[src/hw/rtl/ates_pkg.sv]
// ----------------------------------------------------------------------------
// ates_pkg
// Shared types and constants for the table edit and sort engine.
// ----------------------------------------------------------------------------
package ates_pkg;

    localparam int CAPACITY = 64;
    localparam int AW       = $clog2(CAPACITY);
    localparam int CW       = $clog2(CAPACITY + 1);
    localparam int MAX_OUT  = 64;

    localparam logic [2:0] ACT_INSERT  = 3'd0;
    localparam logic [2:0] ACT_DELETE  = 3'd1;
    localparam logic [2:0] ACT_DUMP    = 3'd2;
    localparam logic [2:0] ACT_REVERSE = 3'd3;
    localparam logic [2:0] ACT_SORT    = 3'd4;
    localparam logic [2:0] ACT_ROTATE  = 3'd5;

    localparam logic [2:0] ST_OK      = 3'd0;
    localparam logic [2:0] ST_BAD_POS = 3'd1;
    localparam logic [2:0] ST_FULL    = 3'd2;
    localparam logic [2:0] ST_UNKNOWN = 3'd3;
    localparam logic [2:0] ST_EMPTY   = 3'd4;

    typedef struct packed {
        logic [2:0]         action;
        logic [6:0]         position;
        logic signed [31:0] entry_value;
    } t_in_item;

    typedef struct packed {
        logic [2:0]         status;
        logic signed [31:0] element;
        logic [5:0]         element_position;
        logic [6:0]         fill_count;
        logic               last;
    } t_out_item;

endpackage

[src/hw/rtl/ates_ram.sv]
// ----------------------------------------------------------------------------
// ates_ram
// Generic single-port RAM with registered read data.
// ----------------------------------------------------------------------------
module ates_ram #(
    parameter int WIDTH = 32,
    parameter int DEPTH = 64
) (
    input  logic                     i_clk,
    input  logic                     i_we,
    input  logic [$clog2(DEPTH)-1:0] i_addr,
    input  logic [WIDTH-1:0]         i_wdata,
    output logic [WIDTH-1:0]         o_rdata
);

    logic [WIDTH-1:0] r_mem [DEPTH];

    always_ff @(posedge i_clk) begin
        if (i_we) begin
            r_mem[i_addr] <= i_wdata;
        end
        o_rdata <= r_mem[i_addr];
    end

endmodule

[src/hw/rtl/array_table_edit_sort_engine.sv]
// ----------------------------------------------------------------------------
// array_table_edit_sort_engine
// Table of signed 32-bit entries with insert, delete, dump, reverse,
// bubble sort and rotate-right actions.
// ----------------------------------------------------------------------------
// Usage:
//   Input channel i_valid/o_stall carries one action item. The block takes
//   one item at a time; o_stall stays high while an item is in work.
//   Output channel o_valid/i_stall carries result items. Each action except
//   dump gives one status item; dump gives one item per entry (at most 64),
//   or one empty status item, with last set on the final one.
//   The table lives in one single-port RAM (one access per cycle, read
//   data registered). Insert and delete shift the entries from the
//   position up, rotate shifts every entry, reverse swaps pairs from both
//   ends, sort runs bubble passes whose work grows quadratically with the
//   count, and dump reads one entry per result item.
//   Each result is loaded into the output register once that register is free.
//   Reset clears the fill count and control; table contents are undefined
//   until written and never read above the fill count.
//   When the receiver stalls, the result holds in the output register and
//   the sequencer waits before loading the next one.
// ----------------------------------------------------------------------------
module array_table_edit_sort_engine
    import ates_pkg::*;
(
    input  logic      i_clk,
    input  logic      i_rst_n,
    input  logic      i_valid,
    output logic      o_stall,
    input  t_in_item  i_item,
    output logic      o_valid,
    input  logic      i_stall,
    output t_out_item o_item
);

    typedef enum logic [4:0] {
        S_IDLE, S_RESP,
        S_WK_RD, S_WK_WR, S_PRE, S_PCAP,
        S_DL_RD, S_DL_WR,
        S_RV_A, S_RV_B, S_RV_C, S_RV_D,
        S_SO_FIRST, S_SO_LOAD, S_SO_RD, S_SO_CMP, S_SO_END,
        S_DU_RD, S_DU_OUT
    } t_state;

    t_state          r_state;
    logic            r_ins;    // walk belongs to an insert
    logic [CW-1:0]   r_count;
    logic [CW-1:0]   r_i;      // main index
    logic [CW-1:0]   r_j;      // end index / second index / pass limit
    logic [31:0]     r_a;      // carried entry
    logic [2:0]      r_status;

    logic            ram_we;
    logic [AW-1:0]   ram_addr;
    logic [31:0]     ram_wdata;
    logic [31:0]     ram_rdata;

    ates_ram #(.WIDTH(32), .DEPTH(CAPACITY)) u_ram (
        .i_clk  (i_clk),
        .i_we   (ram_we),
        .i_addr (ram_addr),
        .i_wdata(ram_wdata),
        .o_rdata(ram_rdata)
    );

    logic          out_free;
    logic          out_load;
    logic          sort_lt;
    logic [CW-1:0] last_idx;
    logic [CW-1:0] dump_n;

    assign out_free = !o_valid || !i_stall;
    assign out_load = out_free && (r_state == S_RESP || r_state == S_DU_OUT);
    assign o_stall  = (r_state != S_IDLE);
    assign sort_lt  = $signed(ram_rdata) < $signed(r_a);
    assign last_idx = r_count - CW'(1);
    assign dump_n   = (r_count > CW'(MAX_OUT)) ? CW'(MAX_OUT) : r_count;

    // Memory port: one access a cycle, chosen by the sequencer.
    always_comb begin
        ram_we    = 1'b0;
        ram_addr  = r_i[AW-1:0];
        ram_wdata = r_a;
        unique case (r_state)
            S_WK_WR: begin
                ram_we = 1'b1;
            end
            S_PRE: begin
                ram_addr = last_idx[AW-1:0];
            end
            S_DL_RD: begin
                ram_addr = AW'(r_i + CW'(1));
            end
            S_DL_WR, S_RV_C: begin
                ram_we    = 1'b1;
                ram_wdata = ram_rdata;
            end
            S_RV_B: begin
                ram_addr = r_j[AW-1:0];
            end
            S_RV_D, S_SO_END: begin
                ram_we   = 1'b1;
                ram_addr = r_j[AW-1:0];
            end
            S_SO_FIRST: begin
                ram_addr = '0;
            end
            S_SO_CMP: begin
                // smaller entry drops into the lower slot
                ram_we    = 1'b1;
                ram_addr  = AW'(r_i - CW'(1));
                ram_wdata = sort_lt ? ram_rdata : r_a;
            end
            default: ;
        endcase
    end

    always_ff @(posedge i_clk) begin
        if (!i_rst_n) begin
            r_state <= S_IDLE;
            r_count <= '0;
            o_valid <= 1'b0;
        end else begin
            // Output register: load a result when free, drop it once taken.
            if (out_load) begin
                o_valid <= 1'b1;
                if (r_state == S_DU_OUT) begin
                    o_item.status           <= ST_OK;
                    o_item.element          <= ram_rdata;
                    o_item.element_position <= 6'(r_i);
                    o_item.last             <= (r_i + CW'(1) == dump_n);
                end else begin
                    o_item.status           <= r_status;
                    o_item.element          <= '0;
                    o_item.element_position <= '0;
                    o_item.last             <= 1'b1;
                end
                o_item.fill_count <= 7'(r_count);
            end else if (!i_stall) begin
                o_valid <= 1'b0;
            end

            unique case (r_state)
                S_IDLE: begin
                    if (i_valid) begin
                        r_status <= ST_OK;
                        r_ins    <= (i_item.action == ACT_INSERT);
                        r_state  <= S_RESP;
                        unique case (i_item.action)
                            ACT_INSERT: begin
                                if (CW'(i_item.position) > r_count)
                                    r_status <= ST_BAD_POS;
                                else if (r_count >= CW'(CAPACITY))
                                    r_status <= ST_FULL;
                                else begin
                                    // walk up from pos carrying the new value
                                    r_a     <= i_item.entry_value;
                                    r_i     <= CW'(i_item.position);
                                    r_j     <= r_count;
                                    r_state <= (CW'(i_item.position) == r_count)
                                               ? S_WK_WR : S_WK_RD;
                                end
                            end
                            ACT_DELETE: begin
                                if (r_count == '0)
                                    r_status <= ST_EMPTY;
                                else if (CW'(i_item.position) >= r_count)
                                    r_status <= ST_BAD_POS;
                                else if (CW'(i_item.position) + CW'(1) == r_count)
                                    r_count <= r_count - CW'(1);
                                else begin
                                    r_i     <= CW'(i_item.position);
                                    r_state <= S_DL_RD;
                                end
                            end
                            ACT_DUMP: begin
                                if (r_count == '0)
                                    r_status <= ST_EMPTY;
                                else begin
                                    r_i     <= '0;
                                    r_state <= S_DU_RD;
                                end
                            end
                            ACT_REVERSE: begin
                                if (r_count > CW'(1)) begin
                                    r_i     <= '0;
                                    r_j     <= last_idx;
                                    r_state <= S_RV_A;
                                end
                            end
                            ACT_SORT: begin
                                if (r_count > CW'(1)) begin
                                    r_i     <= CW'(1);
                                    r_j     <= last_idx;  // pass limit
                                    r_state <= S_SO_FIRST;
                                end
                            end
                            ACT_ROTATE: begin
                                if (r_count == '0)
                                    r_status <= ST_EMPTY;
                                else if (r_count > CW'(1)) begin
                                    r_i     <= '0;
                                    r_j     <= last_idx;
                                    r_state <= S_PRE; // fetch last entry first
                                end
                            end
                            default: r_status <= ST_UNKNOWN;
                        endcase
                    end
                end
                // Shift up: write the carried entry, carry the old one on.
                S_WK_RD: r_state <= S_WK_WR;
                S_WK_WR: begin
                    r_a <= ram_rdata;
                    if (r_i == r_j) begin
                        if (r_ins)
                            r_count <= r_count + CW'(1);
                        r_state <= S_RESP;
                    end else begin
                        r_i     <= r_i + CW'(1);
                        r_state <= (r_i + CW'(1) == r_j) ? S_WK_WR : S_WK_RD;
                    end
                end
                S_PRE: r_state <= S_PCAP;
                S_PCAP: begin
                    r_a     <= ram_rdata;
                    r_state <= S_WK_RD;
                end
                // Shift down: entry i+1 moves into slot i.
                S_DL_RD: r_state <= S_DL_WR;
                S_DL_WR: begin
                    if (r_i + CW'(2) == r_count) begin
                        r_count <= r_count - CW'(1);
                        r_state <= S_RESP;
                    end else begin
                        r_i     <= r_i + CW'(1);
                        r_state <= S_DL_RD;
                    end
                end
                // Reverse: swap the pair at i and j, then close in.
                S_RV_A: r_state <= S_RV_B;
                S_RV_B: begin
                    r_a     <= ram_rdata;
                    r_state <= S_RV_C;
                end
                S_RV_C: r_state <= S_RV_D;
                S_RV_D: begin
                    if (r_i + CW'(2) < r_j) begin
                        r_i     <= r_i + CW'(1);
                        r_j     <= r_j - CW'(1);
                        r_state <= S_RV_A;
                    end else begin
                        r_state <= S_RESP;
                    end
                end
                // Sort: each pass carries the largest entry up to the limit.
                S_SO_FIRST: r_state <= S_SO_LOAD;
                S_SO_LOAD: begin
                    r_a     <= ram_rdata;
                    r_state <= S_SO_CMP;
                end
                S_SO_RD: r_state <= S_SO_CMP;
                S_SO_CMP: begin
                    if (!sort_lt)
                        r_a <= ram_rdata;
                    if (r_i == r_j) begin
                        r_state <= S_SO_END;
                    end else begin
                        r_i     <= r_i + CW'(1);
                        r_state <= S_SO_RD;
                    end
                end
                S_SO_END: begin
                    if (r_j == CW'(1)) begin
                        r_state <= S_RESP;
                    end else begin
                        r_j     <= r_j - CW'(1);
                        r_i     <= CW'(1);
                        r_state <= S_SO_FIRST;
                    end
                end
                // Dump: read data holds while the address holds.
                S_DU_RD: r_state <= S_DU_OUT;
                S_DU_OUT: begin
                    if (out_free) begin
                        if (r_i + CW'(1) == dump_n) begin
                            r_state <= S_IDLE;
                        end else begin
                            r_i     <= r_i + CW'(1);
                            r_state <= S_DU_RD;
                        end
                    end
                end
                S_RESP: begin
                    if (out_free)
                        r_state <= S_IDLE;
                end
                default: r_state <= S_IDLE;
            endcase
        end
    end

    // Handshake sanity on the block's own sequencing.
    ast_no_accept_busy: assert property (@(posedge i_clk) disable iff (!i_rst_n)
        (r_state != S_IDLE) |-> o_stall)
        else $error("accepted item while busy");
    ast_count_range: assert property (@(posedge i_clk) disable iff (!i_rst_n)
        r_count <= CW'(CAPACITY))
        else $error("fill count beyond capacity");
    ast_out_hold: assert property (@(posedge i_clk) disable iff (!i_rst_n)
        (o_valid && i_stall) |=> o_valid)
        else $error("result dropped while stalled");
    ast_out_stable: assert property (@(posedge i_clk) disable iff (!i_rst_n)
        (o_valid && i_stall) |=> $stable(o_item))
        else $error("result changed while stalled");

endmodule
[config.mk]
export PLATFORM = sky130hd
export DESIGN_NAME = array_table_edit_sort_engine
export DESIGN_NICKNAME = d
export VERILOG_FILES = /design/src/hw/rtl/ates_pkg.sv /design/src/hw/rtl/ates_ram.sv /design/src/hw/rtl/array_table_edit_sort_engine.sv
export SDC_FILE = /design/constraint.sdc
export NUM_CORES = 2
export LEC_CHECK = 0
export BUFFER_PORTS_ARGS = -buffer_cell sky130_fd_sc_hd__buf_2
export CAP_MARGIN = 20
export CORE_MARGIN = 2
export CORE_UTILIZATION = 40
export CTS_BUF_LIST = sky130_fd_sc_hd__clkbuf_8
export DETAILED_ROUTE_END_ITERATION = 6
export SLEW_MARGIN = 20
export SYNTH_ARGS = -nofsm -noshare
export SYNTH_HDL_FRONTEND = slang
export SYNTH_SLANG_ARGS = --single-unit
export TNS_END_PERCENT = 10
[constraint.sdc]
create_clock -name i_clk -period 4.6 [get_ports i_clk]
set_input_delay 0.46 -clock i_clk [delete_from_list [all_inputs] [get_ports i_clk]]
set_output_delay 0.46 -clock i_clk [all_outputs]
set_load 0.01 [all_outputs]
==> impl_metrics.json <==
{
  "final-setup-viol-count": 0,
  "period_needed_ps": 4580,
  "insertion_delay_ps": 1090,
  "routed_via_density": 6.08,
  "grt_pass1_wl_mm": 402,
  "p_per_area_nw_per_um2": 388,
  "die_w_um": 467,
  "syn2layout_area_growth_pct": 17.7,
  "synth_fp_nets": 5561,
  "cts_buffers": 353,
  "finalNetCount": 6186,
  "hold_viol_final": 0,
  "hold_depth": 4,
  "antenna_found_initial": 12,
  "cp_data_arrival_time_ps": 5450,
  "path_clk_slew_ps": 60,
  "critPathCaptureType": "flop",
  "avgSynthCellArea_um2": 15.7,
  "required_ps": 5470,
  "num_vias": 55700,
  "synth_cell_types": 88,
  "rsz0062_at_grt": "yes",
  "max_freq_ghz": 0.218,
  "grt_max_degree": 65,
  "yosysWarnings": 0,
  "synth_area_um2": 85700,
  "start_util_pct": 40.3,
  "clockBufferDepth": 4,
  "io_pins": 97,
  "period_share_pct": 99.6,
  "cts_tree": "done",
  "power_uw": 39200,
  "dp.cells": 8494,
  "remaining_drc_errors": 0,
  "maxSlewHeadroom_pct": 35.8,
  "regArea_um2": 65400,
  "final_core_util_pct": 47.5,
  "synth_edf_count": 2147,
  "htree_levels": 5,
  "cts_sinks": 2192,
  "grt_pass1_vias": 53100,
  "grt_usage_pct": 25.8,
  "cts-root-buf": "clkbuf_8",
  "p_leak_uw": 0.0339,
  "layout-drive-gt1-share_pct": 18.8,
  "maxCapViolations": 0,
  "fillers": 18100,
  "ant_nets": 0,
  "detail_route.wl_per_cell_um": 31.3,
  "instances_no_fill": 9161,
  "drtIter0Drc": 9370,
  "port_buffers": 96,
  "die-area_um2": 218000,
  "core_um2": 213000,
  "drt-pass1-iter-count": 7,
  "slew_viol_final": 0,
  "rows": 169,
  "fp.dieH_um": 467,
  "critPathKind": "flop to flop",
  "vdd_ir_drop_max_v": 0.000220,
  "wl_mm": 287,
  "cp_max_fo": 29,
  "dp_hpwl_mm": 170,
  "multi_input_area_um2": 19300,
  "seq_area_frac_synth_pct": 76.3,
  "reg2regPathDepth": 14,
  "synth_ff_type": "edfxtp_1",
  "cp-start-kind": "flop",
  "gr-total-overflow": 0,
  "synth_seq_cells": 2192,
  "whs_ps": 131,
  "worst_pin_slew_ps": 953,
  "outcome": "complete, no violations",
  "syn_inst": 5460,
  "min_path_type": "input pin to flop",
  "gp_congestion": 0.881,
  "async_flop_share_pct": 0,
  "skew_ps": 91.9,
  "setup_tns_ps": 0
}
worst paths after layout:
check                            startpoint                end  slack, ps
worst min register to register  r_status[0]         o_item[46]        520
worst max-delay path                 r_i[1]  u_ram.o_rdata[30]         20
worst max register to register       r_i[1]  u_ram.o_rdata[30]         20
worst min-delay path             i_item[32]             r_i[0]        130
sequential cells by signal, summed over array words and instances (netlist names):
| signal | count |
|---|---|
| u_ram.r_mem | 2048 |
| o_item | 49 |
| r_a | 32 |
| u_ram.o_rdata | 32 |
| r_count | 7 |
| r_i | 7 |
| r_j | 7 |
| r_state | 5 |
| r_status | 3 |
| o_valid | 1 |
| r_ins | 1 |
per-stage QoR:
| stage | area, µm² | setup slack, ps |
|---|---|---|
| after floorplan | 85700 | -223 |
| after global placement | 93900 | -192 |
| after detailed placement | 93900 | -259 |
| after CTS | 101000 | 5.33 |
| after global routing | 101000 | -41.5 |
| final | 101000 | 20.3 |
where the power goes:
| part | switching (µW) | internal (µW) | leakage [µW] |
|---|---|---|---|
| registers | 145 | 21700 | 0.0197 |
| logic | 1220 | 680 | 0.0106 |
| clock network | 7580 | 7860 | 0.00362 |
area by class of cell:
| cell class | count | area share (%) |
|---|---|---|
| Sequential cell | 2192 | 64.8 |
| Inverter | 64 | 0.238 |
| Antenna cell | 4 | 0.00993 |
| Timing Repair Buffer | 608 | 6.08 |
| Clock inverter | 235 | 1.15 |
| Clock buffer | 371 | 5.06 |
| Tap cell | 2821 | 3.50 |
| Multi-Input combinational cell | 2866 | 19.1 |
logic make-up (layout without fill, tap and decap cells):
family / Yosys count / in the layout / share of synthesized area [%]
flops: 2192 / 2192 / 76.3
compound gates: 1357 / 1357 / 10.8
simple gates: 1083 / 1083 / 5.51
buf+inv: 403 / 1278 / 2.21
mux: 311 / 312 / 3.74
xor+xnor: 59 / 59 / 0.612
fa+ha+maj: 55 / 55 / 0.803
other cells: 0 / 4 / 0
cell usage in the layout (no fill, tap or decap), types with 40 or more instances in the layout:
cell,synthesis,final
mux2_2,69,58
a222oi_1,49,49
dfxtp_1,45,43
a22oi_1,178,178
clkinv_1,1,79
o22ai_1,123,123
and3_1,40,40
dlygate4sd3_1,0,46
o21ai_0,162,158
nor2_1,152,85
ha_1,55,55
xnor2_1,42,41
buf_4,31,330
nand2_1,630,627
a21oi_1,369,368
a22o_1,42,42
a221oi_1,188,185
clkbuf_8,0,371
buf_2,159,96
edfxtp_1,2147,2147
nand3_1,82,75
nor2_4,1,70
inv_1,61,173
buf_12,0,135
mux2i_1,241,240
a31oi_1,65,65
timing repair:
action,in CTS,in global routing
pin swaps,1,6
setup buffers,4,6
hold buffers,46,0
endpoints found under the hold margin,59,0
resized for setup,3,14
endpoints found under the setup margin,2,6
cloned,1,0
worst max-delay path, cell delays in order, from the launching register on:
cell and delay [ps]:
edfxtp_1 510, ha_1 290, xnor2_2 250, mux2i_1 150, a221o_1 440, mux2i_4 210
buf_12 280, nor3_4 100, buf_12 190, buf_4 220, a22oi_1 210, nand3_1 100
o21ai_1 230, nand4_1 490, or4_4 680
cells in the mapped netlist (65+ instances only):
cell type / number / share of area (%)
a21oi_1: 369 / 2.2
a221oi_1: 188 / 1.9
a22oi_1: 178 / 1.6
a31oi_1: 65 / 0.47
buf_2: 159 / 0.93
clkbuf_1: 108 / 0.47
edfxtp_1: 2147 / 75
mux2_2: 69 / 0.91
mux2i_1: 241 / 2.8
nand2_1: 630 / 2.8
nand3_1: 82 / 0.48
nor2_1: 152 / 0.67
o21ai_0: 162 / 0.95
o22ai_1: 123 / 0.90
layer usage:
metal | track usage [%] | up-vias | part of all wire, % | wire [µm]
met5 | 0 | - | 0.033 | 94
li1 | - | 23000 | - | -
met3 | 5.43 | 571 | 12 | 34100
met4 | 8.67 | 12 | 3.5 | 10000
met2 | 40.1 | 4022 | 45 | 131000
met1 | 36.1 | 28200 | 39 | 112000
Note: power is estimated with default switching activity, not from simulation.
